--- src/sv/rvp_pkg.sv ---
// Package with shared types and constants of the RGB565 video packetizer.
`timescale 1ns / 1ps

package rvp_pkg;

    // Configuration register widths and reset values
    localparam int PIX_CFG_W = 11;
    localparam int PKT_CFG_W = 16;
    localparam int CFG_DATA_W = 16;
    localparam logic [PIX_CFG_W-1:0] PIX_RESET = 11'd720;
    localparam logic [PKT_CFG_W-1:0] PKT_RESET = 16'd1280;
    localparam logic [PIX_CFG_W-1:0] PIX_MAX = 11'd1024;

    // Pixel counter width within a packet
    localparam int PIX_CNT_W = 10;

    // Header sequence field is always 16 bits on the wire
    localparam int HDR_BITS = 16;

    // Configuration register indexes
    localparam logic CFG_PIXELS_PER_PACKET = 1'b0;
    localparam logic CFG_PACKETS_PER_FRAME = 1'b1;

    // Byte positions within one pixel request
    localparam logic [1:0] POS_SEQ_HI = 2'd0;
    localparam logic [1:0] POS_SEQ_LO = 2'd1;
    localparam logic [1:0] POS_PIX_HI = 2'd2;
    localparam logic [1:0] POS_PIX_LO = 2'd3;

    // Command queue depth
    localparam int CMD_DEPTH = 4;
    localparam int CMD_IDX_W = $clog2(CMD_DEPTH);

    // One classified pixel, as passed from front to back
    typedef struct packed {
        logic [HDR_BITS-1:0] seq;
        logic [7:0]          pix_hi;
        logic [7:0]          pix_lo;
        logic                hdr;
        logic                end_pkt;
        logic                end_frame;
    } cmd_t;

    // Queue status seen by the back end
    typedef struct packed {
        cmd_t cmd;
        logic empty;
    } cmd_head_t;

endpackage

--- src/sv/rvp_front.sv ---
// Front end: configuration registers, packet counters and pixel classification.
`timescale 1ns / 1ps

module rvp_front #(
    parameter int SEQ_BITS = 16
) (
    input  logic                          clk,
    input  logic                          rst_n,
    input  logic                          cfg_we,
    input  logic                          cfg_index,
    input  logic [rvp_pkg::CFG_DATA_W-1:0] cfg_data,
    input  logic                          push,
    input  logic                          full,
    input  logic [7:0]                    blue,
    input  logic [7:0]                    green,
    input  logic [7:0]                    red,
    output logic                          cmd_we,
    output rvp_pkg::cmd_t                 cmd
);

    localparam int CMP_W = rvp_pkg::PKT_CFG_W + 1;

    logic [rvp_pkg::PIX_CFG_W-1:0] pixels_per_packet_reg;
    logic [rvp_pkg::PKT_CFG_W-1:0] packets_per_frame_reg;
    logic [rvp_pkg::PIX_CNT_W-1:0] pixel_count_reg;
    logic [rvp_pkg::PIX_CNT_W-1:0] pixel_count_next;
    logic [SEQ_BITS-1:0]           packet_seq_reg;
    logic [SEQ_BITS-1:0]           packet_seq_next;

    logic [rvp_pkg::PIX_CFG_W-1:0] pix_len;
    logic [rvp_pkg::PIX_CFG_W-1:0] pix_inc;
    logic [rvp_pkg::PKT_CFG_W-1:0] frame_len;
    logic [CMP_W-1:0]              seq_inc;
    logic                          end_pkt;
    logic                          end_frame;

    // Write configuration registers
    always_ff @(posedge clk or negedge rst_n)
    begin
        if (!rst_n)
        begin
            pixels_per_packet_reg <= rvp_pkg::PIX_RESET;
            packets_per_frame_reg <= rvp_pkg::PKT_RESET;
        end
        else if (cfg_we)
        begin
            unique case (cfg_index)
                rvp_pkg::CFG_PIXELS_PER_PACKET:
                    pixels_per_packet_reg <= cfg_data[rvp_pkg::PIX_CFG_W-1:0];
                rvp_pkg::CFG_PACKETS_PER_FRAME:
                    packets_per_frame_reg <= cfg_data[rvp_pkg::PKT_CFG_W-1:0];
                default:
                    pixels_per_packet_reg <= pixels_per_packet_reg;
            endcase
        end
    end

    // Clamp packet and frame lengths into their legal ranges
    always_comb
    begin
        if (pixels_per_packet_reg == '0)
            pix_len = rvp_pkg::PIX_CFG_W'(1);
        else if (pixels_per_packet_reg > rvp_pkg::PIX_MAX)
            pix_len = rvp_pkg::PIX_MAX;
        else
            pix_len = pixels_per_packet_reg;

        if (packets_per_frame_reg == '0)
            frame_len = rvp_pkg::PKT_CFG_W'(1);
        else
            frame_len = packets_per_frame_reg;
    end

    // Classify the pixel: packet end, frame end, header needed
    always_comb
    begin
        pix_inc   = rvp_pkg::PIX_CFG_W'(pixel_count_reg) + rvp_pkg::PIX_CFG_W'(1);
        seq_inc   = CMP_W'(packet_seq_reg) + CMP_W'(1);
        end_pkt   = (pix_inc >= pix_len);
        // a frame longer than the counter wraps when the counter is all ones
        end_frame = end_pkt && ((seq_inc >= CMP_W'(frame_len)) || (&packet_seq_reg));

        if (end_pkt)
        begin
            pixel_count_next = '0;
            packet_seq_next  = end_frame ? '0 : SEQ_BITS'(seq_inc);
        end
        else
        begin
            pixel_count_next = pix_inc[rvp_pkg::PIX_CNT_W-1:0];
            packet_seq_next  = packet_seq_reg;
        end
    end

    // Build the request for the back end
    always_comb
    begin
        cmd_we        = push && !full;
        cmd.seq       = rvp_pkg::HDR_BITS'(packet_seq_reg);
        cmd.pix_hi    = {red[7:3], green[7:5]};
        cmd.pix_lo    = {green[4:2], blue[7:3]};
        cmd.hdr       = (pixel_count_reg == '0);
        cmd.end_pkt   = end_pkt;
        cmd.end_frame = end_frame;
    end

    // Advance counters on each accepted pixel
    always_ff @(posedge clk or negedge rst_n)
    begin
        if (!rst_n)
        begin
            pixel_count_reg <= '0;
            packet_seq_reg  <= '0;
        end
        else if (cmd_we)
        begin
            pixel_count_reg <= pixel_count_next;
            packet_seq_reg  <= packet_seq_next;
        end
    end

endmodule

--- src/sv/rvp_cmd_fifo.sv ---
// Short request queue between front and back ends.
`timescale 1ns / 1ps

module rvp_cmd_fifo (
    input  logic               clk,
    input  logic               rst_n,
    input  logic               wr_en,
    input  rvp_pkg::cmd_t      wr_cmd,
    input  logic               rd_en,
    output logic               full,
    output rvp_pkg::cmd_head_t head
);

    localparam int CNT_W = $clog2(rvp_pkg::CMD_DEPTH + 1);

    rvp_pkg::cmd_t                 mem_reg [rvp_pkg::CMD_DEPTH];
    logic [rvp_pkg::CMD_IDX_W-1:0] wptr_reg;
    logic [rvp_pkg::CMD_IDX_W-1:0] rptr_reg;
    logic [CNT_W-1:0]              count_reg;
    logic [CNT_W-1:0]              count_next;
    logic                          do_rd;

    // Status
    assign full       = (count_reg == CNT_W'(rvp_pkg::CMD_DEPTH));
    assign head.empty = (count_reg == '0);
    assign head.cmd   = mem_reg[rptr_reg];
    assign do_rd      = rd_en && !head.empty;

    // Track fill level
    always_comb
    begin
        count_next = count_reg;
        if (wr_en && !do_rd)
            count_next = count_reg + CNT_W'(1);
        else if (!wr_en && do_rd)
            count_next = count_reg - CNT_W'(1);
    end

    // Advance pointers
    always_ff @(posedge clk or negedge rst_n)
    begin
        if (!rst_n)
        begin
            wptr_reg  <= '0;
            rptr_reg  <= '0;
            count_reg <= '0;
        end
        else
        begin
            count_reg <= count_next;
            if (wr_en)
                wptr_reg <= wptr_reg + rvp_pkg::CMD_IDX_W'(1);
            if (do_rd)
                rptr_reg <= rptr_reg + rvp_pkg::CMD_IDX_W'(1);
        end
    end

    // Store entries
    always_ff @(posedge clk)
    begin
        if (wr_en)
            mem_reg[wptr_reg] <= wr_cmd;
    end

endmodule

--- src/sv/rvp_back.sv ---
// Back end: serialize each request into header and pixel bytes.
`timescale 1ns / 1ps

module rvp_back (
    input  logic               clk,
    input  logic               rst_n,
    input  rvp_pkg::cmd_head_t head,
    output logic               rd_en,
    input  logic               pop,
    output logic               empty,
    output logic [7:0]         out_byte,
    output logic               run_last,
    output logic               packet_first,
    output logic               packet_last,
    output logic               frame_last
);

    logic [1:0] idx_reg;
    logic [1:0] pos;
    logic       out_valid_reg;
    logic       advance;
    logic       last_pos;
    logic [7:0] byte_next;
    logic [7:0] byte_reg;
    logic       run_last_reg;
    logic       packet_first_reg;
    logic       packet_last_reg;
    logic       frame_last_reg;

    // Pick the byte position; requests without header start at the pixel bytes
    always_comb
    begin
        pos      = head.cmd.hdr ? idx_reg : (idx_reg + rvp_pkg::POS_PIX_HI);
        last_pos = (pos == rvp_pkg::POS_PIX_LO);
        advance  = !head.empty && (!out_valid_reg || pop);
        rd_en    = advance && last_pos;
        case (pos)
            rvp_pkg::POS_SEQ_HI: byte_next = head.cmd.seq[15:8];
            rvp_pkg::POS_SEQ_LO: byte_next = head.cmd.seq[7:0];
            rvp_pkg::POS_PIX_HI: byte_next = head.cmd.pix_hi;
            default:             byte_next = head.cmd.pix_lo;
        endcase
    end

    // Hold the output byte until it is taken
    always_ff @(posedge clk or negedge rst_n)
    begin
        if (!rst_n)
        begin
            out_valid_reg <= 1'b0;
            idx_reg       <= '0;
        end
        else
        begin
            if (advance)
            begin
                out_valid_reg <= 1'b1;
                idx_reg       <= last_pos ? 2'd0 : (idx_reg + 2'd1);
            end
            else if (pop)
                out_valid_reg <= 1'b0;
        end
    end

    // Load byte payload and flags
    always_ff @(posedge clk)
    begin
        if (advance)
        begin
            byte_reg         <= byte_next;
            run_last_reg     <= last_pos;
            packet_first_reg <= (pos == rvp_pkg::POS_SEQ_HI);
            packet_last_reg  <= last_pos && head.cmd.end_pkt;
            frame_last_reg   <= last_pos && head.cmd.end_frame;
        end
    end

    assign empty        = !out_valid_reg;
    assign out_byte     = byte_reg;
    assign run_last     = run_last_reg;
    assign packet_first = packet_first_reg;
    assign packet_last  = packet_last_reg;
    assign frame_last   = frame_last_reg;

endmodule

--- src/sv/rgb565_video_packetizer.sv ---
// Top level of the RGB565 video packetizer.
//
// Pixels enter through a queue-like port: present blue, green and red with
// push; the pixel is taken on a clock edge where push is high and full low.
// Bytes leave through a second queue-like port: while empty is low, out_byte
// and its flags show the oldest byte, and pop takes it.
// Each pixel yields two RGB565 bytes; the first pixel of a packet yields the
// two header bytes of the 16-bit sequence number first, so four bytes.
// The output byte register sends one byte per cycle while the receiver pops
// each byte; a pixel's first byte passes through the request queue and then
// the output byte register. A four-entry request queue lets pushes continue
// while the receiver stalls; full rises when it fills.
// Configuration (pixels_per_packet at index 0, packets_per_frame at index 1)
// is written with cfg_we. Reset clears counters, queue and output, and loads
// 720 pixels per packet and 1280 packets per frame.
`timescale 1ns / 1ps

module rgb565_video_packetizer #(
    parameter int SEQ_BITS = 16
) (
    input  logic                           clk,
    input  logic                           rst_n,
    input  logic                           cfg_we,
    input  logic                           cfg_index,
    input  logic [rvp_pkg::CFG_DATA_W-1:0] cfg_data,
    input  logic                           push,
    output logic                           full,
    input  logic [7:0]                     blue,
    input  logic [7:0]                     green,
    input  logic [7:0]                     red,
    output logic                           empty,
    input  logic                           pop,
    output logic [7:0]                     out_byte,
    output logic                           run_last,
    output logic                           packet_first,
    output logic                           packet_last,
    output logic                           frame_last
);

    logic               cmd_we;
    rvp_pkg::cmd_t      cmd;
    logic               cmd_rd;
    rvp_pkg::cmd_head_t head;

    // Accept and classify pixels
    rvp_front #(
        .SEQ_BITS(SEQ_BITS)
    ) u_front (
        .clk      (clk),
        .rst_n    (rst_n),
        .cfg_we   (cfg_we),
        .cfg_index(cfg_index),
        .cfg_data (cfg_data),
        .push     (push),
        .full     (full),
        .blue     (blue),
        .green    (green),
        .red      (red),
        .cmd_we   (cmd_we),
        .cmd      (cmd)
    );

    // Queue requests
    rvp_cmd_fifo u_fifo (
        .clk   (clk),
        .rst_n (rst_n),
        .wr_en (cmd_we),
        .wr_cmd(cmd),
        .rd_en (cmd_rd),
        .full  (full),
        .head  (head)
    );

    // Emit bytes
    rvp_back u_back (
        .clk         (clk),
        .rst_n       (rst_n),
        .head        (head),
        .rd_en       (cmd_rd),
        .pop         (pop),
        .empty       (empty),
        .out_byte    (out_byte),
        .run_last    (run_last),
        .packet_first(packet_first),
        .packet_last (packet_last),
        .frame_last  (frame_last)
    );

    // Frame end only on a packet end
    a_frame_in_packet: assert property (@(posedge clk) disable iff (!rst_n)
        (!empty && frame_last) |-> packet_last)
        else $error("frame_last without packet_last");

    // Packet end only on the last byte of a pixel
    a_packet_on_run: assert property (@(posedge clk) disable iff (!rst_n)
        (!empty && packet_last) |-> run_last)
        else $error("packet_last without run_last");

    // First header byte is never the last byte of a pixel
    a_first_not_last: assert property (@(posedge clk) disable iff (!rst_n)
        (!empty && packet_first) |-> !run_last)
        else $error("packet_first on run_last byte");

endmodule
--- config.mk ---
export PLATFORM = sky130hd
export DESIGN_NAME = rgb565_video_packetizer
export DESIGN_NICKNAME = d
export VERILOG_FILES = /design/src/sv/rvp_pkg.sv /design/src/sv/rvp_front.sv /design/src/sv/rvp_cmd_fifo.sv /design/src/sv/rvp_back.sv /design/src/sv/rgb565_video_packetizer.sv
export SDC_FILE = /design/constraint.sdc
export NUM_CORES = 1
export LEC_CHECK = 0
export ABC_AREA = 1
export BUFFER_PORTS_ARGS = -buffer_cell sky130_fd_sc_hd__buf_2
export CAP_MARGIN = 20
export CORE_ASPECT_RATIO = 2
export CORE_UTILIZATION = 55
export DETAILED_ROUTE_END_ITERATION = 10
export HOLD_SLACK_MARGIN = 0.08
export PLACE_DENSITY_LB_ADDON = 0.25
export SLEW_MARGIN = 10
export SYNTH_ARGS = -nofsm -noshare
export SYNTH_HDL_FRONTEND = slang
export SYNTH_SLANG_ARGS = --single-unit
--- constraint.sdc ---
create_clock -name clk -period 3.77 [get_ports clk]
set_input_delay 0.5655 -clock clk [delete_from_list [all_inputs] [get_ports clk]]
set_output_delay 0.5655 -clock clk [all_outputs]
set_load 0.05 [all_outputs]
Yosys cells after proc, flatten, opt, wreduce, memory -nomap -nowiden. Memories as Yosys holds them, arrays and structs flattened. Index checks and enable logic that the tools add are counted.

Memory bits (read-only): 0. RAM bits: 140. Bits in registers: 75. Memories: 1. Bits in latches: 0. Logic and storage cells: 72.

Add/subtract/negate cells: 8. Div/mod/pow operators: 0. Reductions and logical operators: 27. Muxes and demuxes: 14. Bitwise operators: 1. Magnitude comparators: 3. Multipliers: 0. Equal/unequal tests: 4. Shift operators: 0.

Memory list: u_fifo.mem_reg (depth 4, width 35, read ports 1, clocked after memory_dff 0, write ports 1, RTL line rvp_cmd_fifo.sv:16) `rvp_pkg::cmd_t mem_reg [rvp_pkg::CMD_DEPTH];`.

Operators with widths (count): 16-bit 2-to-1 mux (2); 8-bit case mux with 3 select lines (1); 11-bit 2-to-1 mux (2); 16-bit by 1-bit adder with 17-bit output (second input constant) (1); 17-bit by 16-bit greater-or-equal comparator with 1-bit output (1); 16-bit zero test (1); 16-bit AND reduction (1); 10-bit by 1-bit adder with 11-bit output (second input constant) (1); 11-bit greater-or-equal comparator (1); 11-bit > comparator (second input constant) (1); 11-bit zero test (1); 10-bit zero test (1); 10-bit 2-to-1 mux (1); 1-bit logical AND (9); 2-bit by 1-bit adder with 2-bit output (second input constant) (3); 3-bit 2-to-1 mux (2); 2-bit AND reduction (3); 1-bit zero test (5); 2-bit equality test (second input constant) (2); 1-bit 2-to-1 mux (4); 2-bit 2-to-1 mux (2); 2-bit nonzero test (2); 3-bit by 1-bit adder with 3-bit output (second input constant) (1); 3-bit equality test (second input constant) (1); other kinds (7) (8).

Depth between registers and ports, before layout. Gate-level depths: netlist of run 1.

Depth after elaboration: 8. Gate-level depth with buffers: 19.

Cells and area by module. From an unflattened synthesis of run 1, not the netlist that was laid out.

Cells, all modules: 1025. Area, all modules: 10437.5 µm².

By module, submodules not included: rvp_cmd_fifo (instances 1, area an instance 6008.3 µm², cells an instance 464, sequential area each 4379.2 µm²); rvp_front (instances 1, area an instance 3599.7 µm², cells an instance 474, sequential area each 1333.8 µm²); rvp_back (instances 1, area an instance 829.5 µm², cells an instance 87, sequential area each 435.4 µm²).

Least setup slack after synthesis of run 1. OpenSTA, ideal clock, no wires.

Kind: reg-to-reg. Start: register u_fifo.count_reg[0]. End: memory u_fifo.mem_reg[0][0] (netlist name) (enable). Stages on the path, launching flop included: 5. Required time: 3.343 ns. Path slack: 0.838 ns. Clock period less this slack: 2.932 ns. Setup time: 0.427 ns. Path buffers: 0. Arrival time: 2.504 ns. Cells stage by stage: dfrtp_1 > nor3_2 > nor2_2 > inv_2 > nor2_1.

Word-level cells in the longest chain between the ends: 5.

RTL lines: start: declaration (RTL line rvp_cmd_fifo.sv:19) `logic [CNT_W-1:0] count_reg;`; start signal: assignment (RTL line rvp_cmd_fifo.sv:50) `count_reg <= count_next;`; 3-bit equality test (RTL line rvp_cmd_fifo.sv:24) `assign full = (count_reg == CNT_W'(rvp_pkg::CMD_DEPTH));`; via full (RTL line rgb565_video_packetizer.sv:27) `output logic full,`; 1-bit zero test (RTL line rvp_front.sv:98) `cmd_we = push && !full;`; 1-bit logical AND (RTL line rvp_front.sv:98); 1-bit 2-to-1 mux (RTL line rvp_cmd_fifo.sv:61) `if (wr_en)`; 1-bit 2-to-1 mux (implied by the code) (RTL line rvp_cmd_fifo.sv:62) `mem_reg[wptr_reg] <= wr_cmd;`; end: declaration (RTL line rvp_cmd_fifo.sv:16).

The timed path passes the listed nets, and every way through them passes these cells.

==> results of run 1 <==
[worst max path at each step]
stage,from,endpoint,cells after the start
2_1_floorplan,u_fifo.count_reg[0],u_fifo.mem_reg[0][0],4
3_3_place_gp,u_front.pixel_count_reg[0],u_fifo.mem_reg[1][0],17
3_5_place_dp,u_front.packet_seq_reg[0],u_fifo.mem_reg[2][0],17
4_1_cts,u_front.packet_seq_reg[0],u_fifo.mem_reg[3][0],17
5_1_grt,u_front.packet_seq_reg[0],u_fifo.mem_reg[3][0],17
6_report,u_front.packet_seq_reg[0],u_fifo.mem_reg[3][0],17
[logic make-up (layout without fill, tap and decap cells)]
group | after synthesis | in the layout | synth area share [%]
compound gates | 161 | 161 | 8.93
xor+xnor | 24 | 24 | 2.17
fa+ha+maj | 36 | 36 | 4.72
buf+inv | 120 | 184 | 5.15
flops | 215 | 215 | 63.4
mux | 1 | 1 | 0.116
simple gates | 344 | 344 | 15.5
[cells in the mapped netlist (2+ instances only)]
cell type,n
nand2_1,160
edfxtp_1,152
nor2_1,103
o21ai_0,101
inv_1,82
dfrtp_1,57
o22ai_1,38
ha_1,35
nand4_1,33
clkbuf_1,20
a21oi_1,18
nand3_1,18
xor2_1,17
nor2_2,9
nor4_1,7
xnor2_1,7
buf_2,6
dfstp_2,6
nor3_1,5
inv_2,3
a21o_1,2
buf_1,2
buf_4,2
buf_6,2
or2_2,2
[metal layers]
| layer | GRT usage, % | vias up | wire (um) |
|---|---|---|---|
| met3 | 2.28 | 43 | 819 |
| met2 | 45.4 | 168 | 11500 |
| met4 | 11.1 | 0 | 891 |
| met5 | 0 | - | 0 |
| li1 | - | 3219 | - |
| met1 | 24.4 | 3193 | 7100 |
[critical path, delay by kind of cell (launching register included)]
kind                       cells  cell delay (ns)
AOI/OAI and AO/OA              1             0.11
and+or+nand+nor               11             1.45
adders and majority gates      2             0.50
buffers and inverters          2             0.16
xor gates and xnor gates       1             0.23
DFF                            1             0.51
[through the flow]
stage | cell area, um2 | setup WS, ns | total power [uW] | std cells | hold WS, ns
3_3_place_gp | 10200 | 0.639 | 6350 | 1142 | 0.469
4_1_cts | 10800 | 0.571 | 8280 | 1175 | 0.244
3_5_place_dp | 10200 | 0.589 | 6440 | 1142 | 0.479
6_report | 10800 | 0.538 | 8200 | 1175 | 0.217
5_1_grt | 10800 | 0.140 | 8690 | 1175 | 0.290
2_1_floorplan | 9700 | 0.838 | 5540 | 901 | 0.270
[final cells by class]
class / instances / share of cell area (%)
flip-flops and latches: 215 / 57.1
multi-input cells: 566 / 28.6
clock buffers: 25 / 4.99
repair buffers: 64 / 3.27
clock inverters: 8 / 0.499
well taps: 210 / 2.44
inverters: 87 / 3.10
[where the power goes]
part           switching [uW]  internal [uW]  total (uW)
clock                     817           1020        1830
combinational            2090            831        2920
sequential                247           3200        3450
==> results.md, run 1 <==
Finish:
- In the layout the commonest cells are 160 x nand2_1, 152 x edfxtp_1, 101 x o21ai_0, 99 x nor2_1, 82 x inv_1.
- The multi-input combinational cells in the finished layout cover a total of 3080 um2.
- The final standard cell utilization of the core is between 60% and 70%.
- After filler insertion, the fill cell instance count of the layout stands at 1414.
- The number of flip-flops in the largest register is 140.
- The most common cell after layout, fill and taps aside is nand2_1.
- In the final layout, the share of cells above drive strength 1 is between 10% and 20%.
- The sequential cell area is ~6100 um2.
- The area growth from synthesis to layout is 11.1%.
- The number of nets in the layout is between 1000 and 1500.
- The number of antenna diodes in the final layout is 0.

Min path:
- The tightest min-delay check is of the input port to async pin type.

Job:
- The tool flagged a number of max-cap violations equal to 0.

Worst setup path:
- The endpoint class of the critical path is a flip-flop.
- The largest stage delay on the critical path is around 0.51 ns.
- The startpoint-to-endpoint class of the critical path is flip-flop to flip-flop.
- The cell with the biggest individual delay on the critical path is dfrtp_1.
- The most numerous cell type found on the critical path is nand2_1.
- The worst register-to-register path has a depth of 17.
- STA classifies the critical path startpoint as a flip-flop.
- For flop-to-flop paths, the worst setup slack is approximately 0.54 ns.
- The arrival time at the worst endpoint is 3.46 ns.
- The required time reported for the critical path endpoint is 3.99 ns.
- The worst register-to-register path ends at u_fifo.mem_reg[3][0].
- In this run the worst path has a maximum fanout of 17.
- The source of the worst register-to-register timing path is u_front.packet_seq_reg[0].
- The signal on the critical path passes through ha_1 > nand2_1 > inv_1 > nand2_1 > nor2_1 > xor2_1 > ha_1 > nand2_1 > nand2_1 > a21oi_1 > nand4_1 > nand2_1 > nand2_1 > nand2_1 > nand2_1 > nand2_1 > inv_1.

Clock network:
- CTS built an H-tree with a depth of 1.
- Clock latency on the worst-skew pair, taken at its later pin, is roughly 0.48 ns.
- Buffers added to address setup during post-CTS repair amount to 0.
- The post-cts sizing count is 0.
- The CTS tree is done.
- The tree is rooted in a clkbuf_16.
- The clock transition at the registers of the reported paths is 0.07 ns.
- The longest clock path from root to sink contains 3 buffers.
- Buffers inserted to repair hold after CTS numbered 0.
- The number of CTS-inserted buffers is 19.
- The clock sink total is between 200 and 250.

Yosys:
- The cell area that synthesis handed to floorplanning was 9700 um2.
- The share of the synthesized area in the top cell type is between 40 and 50%.
- In the synthesized netlist the async set-or-reset flop fraction comes to between 20 and 30%.
- In this run, synthesis produced a sequential element count of 215.
- The post-synth net total is roughly 1000.
- The count of cell types in the netlist is 39.
- The flip-flop cell with the highest count after synthesis is edfxtp_1.
- The synthesized area per cell is 10.8 um2.
- After synthesis, the cell types taking the most area are edfxtp_1 47%, dfrtp_1 15%, nand2_1 6.2%.
- The total of warnings raised by yosys is 0.
- The post-synthesis sequential area ratio is 63.4%.
- The biggest area consumer among synthesized cells is edfxtp_1.
- The post-synthesis cell count is 901.
- The count of flip-flops with a built-in enable after synthesis is 152.

STA:
- The total count of hold-check failures in the final report is 0.
- The clock tree skew after final layout is around 0.0066 ns.
- After layout, the minimum clock period comes to ~3.2 ns.
- The final critical path takes up about 86% of the cycle.
- Setup repair after global routing left no endpoint under its margin.
- Setup violations remaining at the end of the flow were counted as 0.
- For the pin with the worst max-slew slack, the measured transition is roughly 0.91 ns.
- The final setup TNS is 0 ns.
- The number of pins with negative max-slew slack in the final report was 0.
- The highest attainable clock frequency is approximately 310 MHz.
- The worst pin sits at a relative slew slack of slightly below 40%.

Power and ir drop:
- VDD sags by at most 441 uV.
- The power density relative to cell area is about 760 nW/um2.
- The leakage power of the design is roughly 0.0045 uW.

Route:
- In the routed design, unresolved DRC markers number 0.
- The first routing iteration left 364 violations.
- The detail route stage leaves a number of antenna-violating nets equal to 0.
- The routed design has 20.3 mm of wire.
- The ratio of routed vias to standard cells is 5.64.
- The iteration count of the initial detailed-routing pass is 5.
- In the final routed layout, each cell accounts on average for about 17 um.
- The vias after detailed routing is roughly 6600.

Global routing:
- The number of antenna violations at the first check in global routing was 0.
- The via count of the first global-routing pass is approximately 6500.
- The largest net degree at the start of global routing is 71.
- The first global-routing pass estimated 32.1 mm of wire.
- The all-layer global routing usage is approximately a quarter.
- The global route total overflow is 0.

Floorplanning:
- The die width is about 96 um.
- Once the floorplan was initialized, standard cells occupied about 56% of the core.
- The number of rows created at floorplan is 68.
- During I/O placement, the number of pins put on the boundary was 60.
- In this run the standard cell core region covers 17300 um2.
- The die covers ~18000 um2.
- The die span in y is ~190 um.

Placed design:
- The total of buffers placed on input and output ports is between 50 and 60.
- At the end of routability-driven placement, the weighted congestion stood at around 0.86.
- The post-detailed-placement half-perimeter wirelength is 13.7 mm.

Outcome:
- The flow ran to the end, and the final reports show no timing, DRC or antenna violations.
(Power assumes the default switching activity.)
==> run 2, diff against run 1 <==
- CTS_CLUSTER_DIAMETER: unset -> 100
- clock period: 3.77 -> 4.1 ns (I/O delays scaled with it)
==> run 2 against run 1 <==
Total power shrank 6.7%; global-route usage shrank 0.20 points; die area is the same; routed wire length shrank 0.81%; core utilization grew 0.27 points.
==> results.md, run 2 (synthesis gave the netlist of run 1 again) <==
Worst setup path:
- The register-to-register setup slack is 0.93 ns (+0.39 ns).
- The worst setup path is of the flip-flop to flip-flop kind.
- The worst-path maximum fanout is 17 (unchanged).
- The slowest stage of the critical path belongs to the cell dfrtp_1.
- The worst setup path is launched from a flip-flop.
- The required time reported for the critical path endpoint came to 4.44 ns (+0.45 ns).
- The length in cells of the worst reg-to-reg path came to 17 (unchanged).
- The critical path goes through ha_1 > nand2_1 > inv_1 > nand2_1 > nor3_4 > nand3_2 > xor2_1 > ha_1 > nand2_1 > or2_2 > nand2_1 > inv_1 > nand2_1 > nand2_1 > nand2_1 > nand2_1 > inv_1.
- The largest stage delay on the critical path is 0.50 ns (about the same).
- The most repeated library cell on the critical path is nand2_1.
- Among cell families on the critical path, the largest total delay comes from simple AND/OR/NAND/NOR gates.
- The endpoint class of the critical path is a flip-flop.
- The count of buffering cells on the critical path with inverters included came to 3 (+1).
- The arrival time at the worst endpoint is 3.51 ns (+0.05 ns).
- The number of logic stages on the critical path including buffering is 17 (unchanged).

Global routing:
- The largest net degree at the start of global routing is 71 (unchanged).
- The global route total overflow is 0 (unchanged).
- The number of antenna violations at the first check in global routing is 0 (unchanged).
- The via count of the first global-routing pass came to 6433 (-1.7%).
- The wire length of the first global-routing pass was 31.9 mm (-0.84%).
- The all-layer global routing usage came to 23.3% (-0.20 points).

Route:
- The total met3 wirelength after detailed routing is 657 um (-20%).
- The number of remaining DRC errors is 0 (unchanged).
- The sum of routed wire length over all layers is 20.1 mm (-0.81%).
- The vias after detailed routing came to 6569 (-0.82%).
- The number of DRC violations after detailed-routing iteration 0 was 272 (-25%).
- The iteration count of the initial detailed-routing pass is 5 (unchanged).
- The ratio of routed vias to standard cells is 5.59 (-0.82%).
- The routed metal-1 wirelength came to 7.20 mm (+1.5%).
- The residual antenna-violating net count after detailed routing is 0 (unchanged).
- The post-detailed-route wirelength per cell was 17.1 um (-0.81%).
- In this run the top signal layer used is met4.
- The amount of wire on met2 after detailed routing is 11.2 mm (-2.4%).

Clock network:
- The number of buffers inserted for hold repair after clock tree synthesis is 0 (unchanged).
- The number of buffers on the longest clock path was 3 (unchanged).
- The H-tree depth is 1 (unchanged).
- The clock sink total is 215 (unchanged).
- The CTS tree is done.
- The setup fix buffers added after clock tree synthesis is 0 (unchanged).
- The worst-skew pair later-pin latency came to 0.48 ns (about the same).
- The number of CTS-inserted buffers was 19 (unchanged).
- The post-cts sizing count is 0 (unchanged).
- The clock transition at the registers of the reported paths came to 0.07 ns (about the same).
- The cell at the root of the clock tree is clkbuf_16.

STA:
- The setup-violating endpoint count in the final report was 0 (unchanged).
- The worst slew margin relative to its limit is 42.3% (+2.8 points).
- The final critical path time including I/O delays and setup is 3.17 ns (-0.0610 ns).
- Setup repair after global routing left no endpoint under its margin.
- The highest attainable clock frequency is 315 MHz (+1.9%).
- The clock tree skew after final layout is 0.0124 ns (+0.00578 ns).
- The final setup TNS is 0 ns (unchanged).
- The smallest setup slack after layout is 0.929 ns (+0.391 ns).
- The slew at the pin with the worst max-slew slack is 0.863 ns (-0.0445 ns).
- The share of the clock period used by the worst path is 77.3% (-8.4 points).
- The total count of hold-check failures in the final report is 0 (unchanged).
- The number of pins with negative max-slew slack in the final report was 0 (unchanged).

Outcome:
- The run finished with clean final reports.

Power and ir drop:
- The overall power of the completed layout is 7650 uW (-6.7%).
- The power density relative to cell area is 707 nW/um2 (-7.1%).
- The maximum vdd drop was 462 uV (+4.8%).
- The leakage power of the design is 0.00453 uW (+0.17%).

Min path:
- The worst hold path belongs to the class input port to async pin.

Floorplanning:
- The core area is 17300 um2 (unchanged).
- The count of boundary I/O pins is 60 (unchanged).
- The initial cell density of the core is 56.1% (unchanged).
- The die span in y is 190 um (unchanged).
- The number of rows created at floorplan came to 68 (unchanged).
- The area of the die was 18200 um2 (unchanged).
- The die width was 95.9 um (unchanged).

Finish:
- The number of flip-flops in the largest register is 140 (unchanged).
- The fraction of layout instances using a drive strength above 1 came to 13.6% (+0.21 points).
- The library cell used most frequently in the layout, excluding fill and tap cells, is nand2_1.
- The number of nets in the layout is 1035 (unchanged).
- The final standard cell utilization of the core came to 62.6% (+0.27 points).
- Relative to the synthesized area, the layout overhead comes to 11.6%.
- The total inserted antenna cells is 0 (unchanged).
- The library cells used most frequently in the layout, excluding fill and tap cells, are 160 x nand2_1, 152 x edfxtp_1, 101 x o21ai_0, 99 x nor2_1, 82 x inv_1.

Placed design:
- The global placement routability congestion is 0.862 (-0.15%).
- The worst slack after detailed placement was 0.937 ns (+0.347 ns).
- The post-detailed-placement half-perimeter wirelength was 13.5 mm (-0.98%).
- The total of buffers placed on input and output ports is 51 (unchanged).

Job:
- The number of max-cap violations is 0 (unchanged).
## run 2: layout make-up
class | count | area (um2)
Clock buffer | 22 | 507
Clock inverter | 11 | 131
Fill cell | 1367 | 6450
Inverter | 87 | 334
Multi-Input combinational cell | 566 | 3080
Sequential cell | 215 | 6150
Tap cell | 210 | 263
Timing Repair Buffer | 64 | 353
## run 2: through the flow
step	cells	hold slack [ns]	cell area (um2)
finish	1175	0.191	10800
global route	1175	0.261	10800
CTS	1175	0.216	10800
detailed placement	1142	0.475	10200
global placement	1142	0.467	10200
floorplan	901	0.319	9700
## run 2: layer usage
| metal | vias to the layer above | GRT usage [%] |
|---|---|---|
| met1 | 3137 | 24.4 |
| met4 | 0 | 12.9 |
| li1 | 3225 | - |
| met2 | 151 | 43.7 |
| met5 | - | 0 |
| met3 | 56 | 2.56 |
## run 2: final timing paths
check | from | endpoint
setup reg to reg | u_front.packet_seq_reg[0] | u_fifo.mem_reg[2][0]
hold / removal | rst_n | u_back.out_valid_reg
hold reg to reg | u_front.packets_per_frame_reg[3] | u_front.packets_per_frame_reg[3]
min in group clk | red[3] | u_fifo.mem_reg[0][14]
max in group asynchronous | rst_n | u_fifo.rptr_reg[0]
setup / recovery | u_front.packet_seq_reg[0] | u_fifo.mem_reg[2][0]
## run 2: power breakdown
group	leakage (uW)	switching (uW)	internal, uW
logic	0.00201	1870	766
clock network	0.000304	775	1030
registers	0.00221	271	2940
total	0.00453	2920	4740
## run 2: worst register-to-register path, stage by stage (launching register included)
cell	delay [ns]
dfrtp_1	0.50
ha_1	0.21
nand2_1	0.06
inv_1	0.08
nand2_1	0.13
nor3_4	0.22
nand3_2	0.14
xor2_1	0.19
ha_1	0.31
nand2_1	0.06
or2_2	0.28
nand2_1	0.06
inv_1	0.03
nand2_1	0.05
nand2_1	0.34
nand2_1	0.19
nand2_1	0.07
inv_1	0.11
==> run 3, diff against run 2 <==
- clock period: 4.1 -> 2.9 ns (I/O delays scaled with it)
==> run 3 against run 2 <==
Final cell count up 2.1%; combinational power up 59%; worst hold slack worse by 0.031 ns; via count is 4.5% higher; critical path depth did not move; largest cell class unchanged; global-route usage grew 1.5 points; setup slack got worse by 0.79 ns; sequential power rose by 40%; sequential cell count is the same; critical path type unchanged; highest routed layer unchanged; final area is 3.4% higher; register-to-register slack lost 0.79 ns.
==> results.md, run 3 (synthesis gave the netlist of run 1 again) <==
Outcome:
- The run finished with clean final reports.

Route:
- The number of DRC violations after detailed-routing iteration 0 was 395 (+45%).
- The vias after detailed routing is 6862 (+4.5%).
- The number of remaining DRC errors was 0 (unchanged).
- The ratio of routed vias to standard cells came to 5.72 (+2.3%).
- The post-detailed-route wirelength per cell is 18.1 um (+5.7%).
- The iteration count of the initial detailed-routing pass came to 5 (unchanged).
- The residual antenna-violating net count after detailed routing is 0 (unchanged).
- The sum of routed wire length over all layers is 21.7 mm (+7.9%).

STA:
- The clock tree skew after final layout is 0.0163 ns (+0.00391 ns).
- The share of the clock period used by the worst path is 95.1% (+18 points).
- The total count of hold-check failures in the final report is 0 (unchanged).
- The slew at the pin with the worst max-slew slack was 0.919 ns (+0.0563 ns).
- The highest attainable clock frequency is 363 MHz (+15%).
- The setup-violating endpoint count in the final report is 0 (unchanged).
- The final critical path time including I/O delays and setup is 2.76 ns (-0.414 ns).
- The number of pins with negative max-slew slack in the final report is 0 (unchanged).
- Setup repair after global routing could not meet its margin everywhere.
- The worst slew margin relative to its limit is 38.6% (-3.8 points).

Finish:
- The library cell used most frequently in the layout, excluding fill and tap cells, is nand2_1.
- The number of nets in the layout was 1061 (+2.5%).
- The area growth from synthesis to layout is 15.3%.
- The cell area after layout is 11200 um2 (+3.4%).
- The top cell types in the final layout, fill and taps aside, are 157 x nand2_1, 152 x edfxtp_1, 100 x o21ai_0, 96 x nor2_1, 82 x inv_1.
- The total inserted antenna cells is 0 (unchanged).
- The number of flip-flops in the largest register was 140 (unchanged).
- The fraction of layout instances using a drive strength above 1 was 17.2% (+3.6 points).

Global routing:
- The largest net degree at the start of global routing is 65 (-8.5%).
- The number of antenna violations at the first check in global routing came to 0 (unchanged).
- The via count of the first global-routing pass is 6868 (+6.8%).
- The all-layer global routing usage is 24.8% (+1.5 points).
- The global route total overflow is 0 (unchanged).
- The wire length of the first global-routing pass is 33.9 mm (+6.5%).

Placed design:
- The post-detailed-placement half-perimeter wirelength is 14.7 mm (+8.7%).
- The cell area reported after detailed placement is 10400 um2 (+2.1%).
- The global placement routability congestion was 0.843 (-2.3%).
- The total of buffers placed on input and output ports is 51 (unchanged).

Floorplanning:
- The die width came to 95.9 um (unchanged).
- The die span in y is 190 um (unchanged).
- The count of boundary I/O pins is 60 (unchanged).
- The core area came to 17300 um2 (unchanged).
- The area of the die is 18200 um2 (unchanged).
- The initial cell density of the core is 56.1% (unchanged).
- The number of rows created at floorplan is 68 (unchanged).

Clock network:
- TritonCTS built the clock tree.
- The clock transition at the registers of the reported paths was 0.07 ns (about the same).
- The cell at the root of the clock tree is clkbuf_16.
- The number of buffers on the longest clock path came to 3 (unchanged).
- The number of CTS-inserted buffers is 19 (unchanged).
- The H-tree depth is 1 (unchanged).
- The clock sink total came to 215 (unchanged).
- The worst-skew pair later-pin latency is 0.49 ns (about the same).

Worst setup path:
- The worst-path maximum fanout is 7 (-10).
- The count of buffering cells on the critical path with inverters included is 3 (unchanged).
- The family with the most delay on the worst path is simple AND/OR/NAND/NOR gates.
- The required time reported for the critical path endpoint is 3.26 ns (-1.18 ns).
- The register-to-register setup slack is 0.14 ns (-0.79 ns).
- The most numerous cell type found on the critical path is nand2_1.
- The worst setup path is launched from a flip-flop.
- The slowest stage of the critical path is the dfrtp_1 cell.
- The largest stage delay on the critical path is 0.35 ns (-0.15 ns).
- The setup path with the least slack is of type flip-flop to flip-flop.
- The arrival time at the worst endpoint was 3.11 ns (-0.40 ns).
- The signal on the critical path passes through ha_1 > nand2_1 > inv_1 > nand2_4 > nor3_4 > nand3_2 > xor2_1 > ha_1 > nand2_1 > or2_2 > nand2_1 > inv_1 > nand2_1 > nand2_2 > buf_6 > nand4_1 > nand2_1.
- The endpoint class of the critical path is a flip-flop.

Power and ir drop:
- The power density relative to cell area is 994 nW/um2 (+41%).
- The maximum vdd drop came to 659 uV (+43%).
- The leakage power of the design was 0.00469 uW (+3.6%).
- The overall power of the completed layout came to 11100 uW (+45%).

Min path:
- The worst hold-check path type is input port to flip-flop.

Job:
- The number of max-cap violations is 0 (unchanged).
==> run 3: cell count changes in the layout (fill, tap and decap cells not counted), sizes merged <==
cell         change
buf             +24
clkinv           +3
inv              -3
dlygate4sd3      +1
==> run 3: final cells by class <==
cell class	instances	area (um2)
flip-flops and latches	215	6150
fillers	1340	6090
multi-input cells	566	3190
repair buffers	90	656
clock buffers	21	483
inverters	87	334
well taps	210	263
clock inverters	11	110
==> run 3: worst paths after layout <==
kind,startpoint,to,depth (start not counted)
setup / recovery,u_front.packet_seq_reg[1],u_front.packet_seq_reg[9],17
min in group asynchronous,rst_n,u_back.out_valid_reg,2
hold / removal,red[5],u_fifo.mem_reg[1][16],1
hold reg to reg,u_front.packets_per_frame_reg[6],u_front.packets_per_frame_reg[6],2
setup reg to reg,u_front.packet_seq_reg[1],u_front.packet_seq_reg[9],17
max in group asynchronous,rst_n,u_front.pixel_count_reg[2],3
==> run 3: metal layers <==
layer	wire length, um	vias to the layer above	GRT usage, %
met5	0	-	0
met4	1260	0	14.8
met3	978	57	2.88
met2	12100	217	46.3
met1	7350	3319	25.6
li1	-	3269	-
==> run 3: power by group <==
part | internal, uW | switching (uW)
clock | 1380 | 1060
sequential | 4160 | 314
combinational | 1340 | 2850
total | 6890 | 4230
==> run 3: per-stage QoR <==
step	util (%)	hold slack, ns	TNS, ns	std cells	worst slack [ns]
finish	64.8	0.160	0	1200	0.143
global route	64.8	0.156	-0.548	1200	-0.0660
CTS	63.7	0.152	0	1193	0.0326
detailed placement	60.2	0.479	0	1160	0.0619
global placement	60.2	0.469	0	1160	0.105
floorplan	-	0.139	-4.42	901	-0.0315
==> run 3: what timing repair did <==
| action | CTS | global route |
|---|---|---|
| hold endpoints to repair | 26 | 0 |
| gates resized for setup | 0 | 27 |
| setup buffers | 0 | 5 |
| hold buffers | 1 | 0 |
| endpoints found under the setup margin | 0 | 27 |
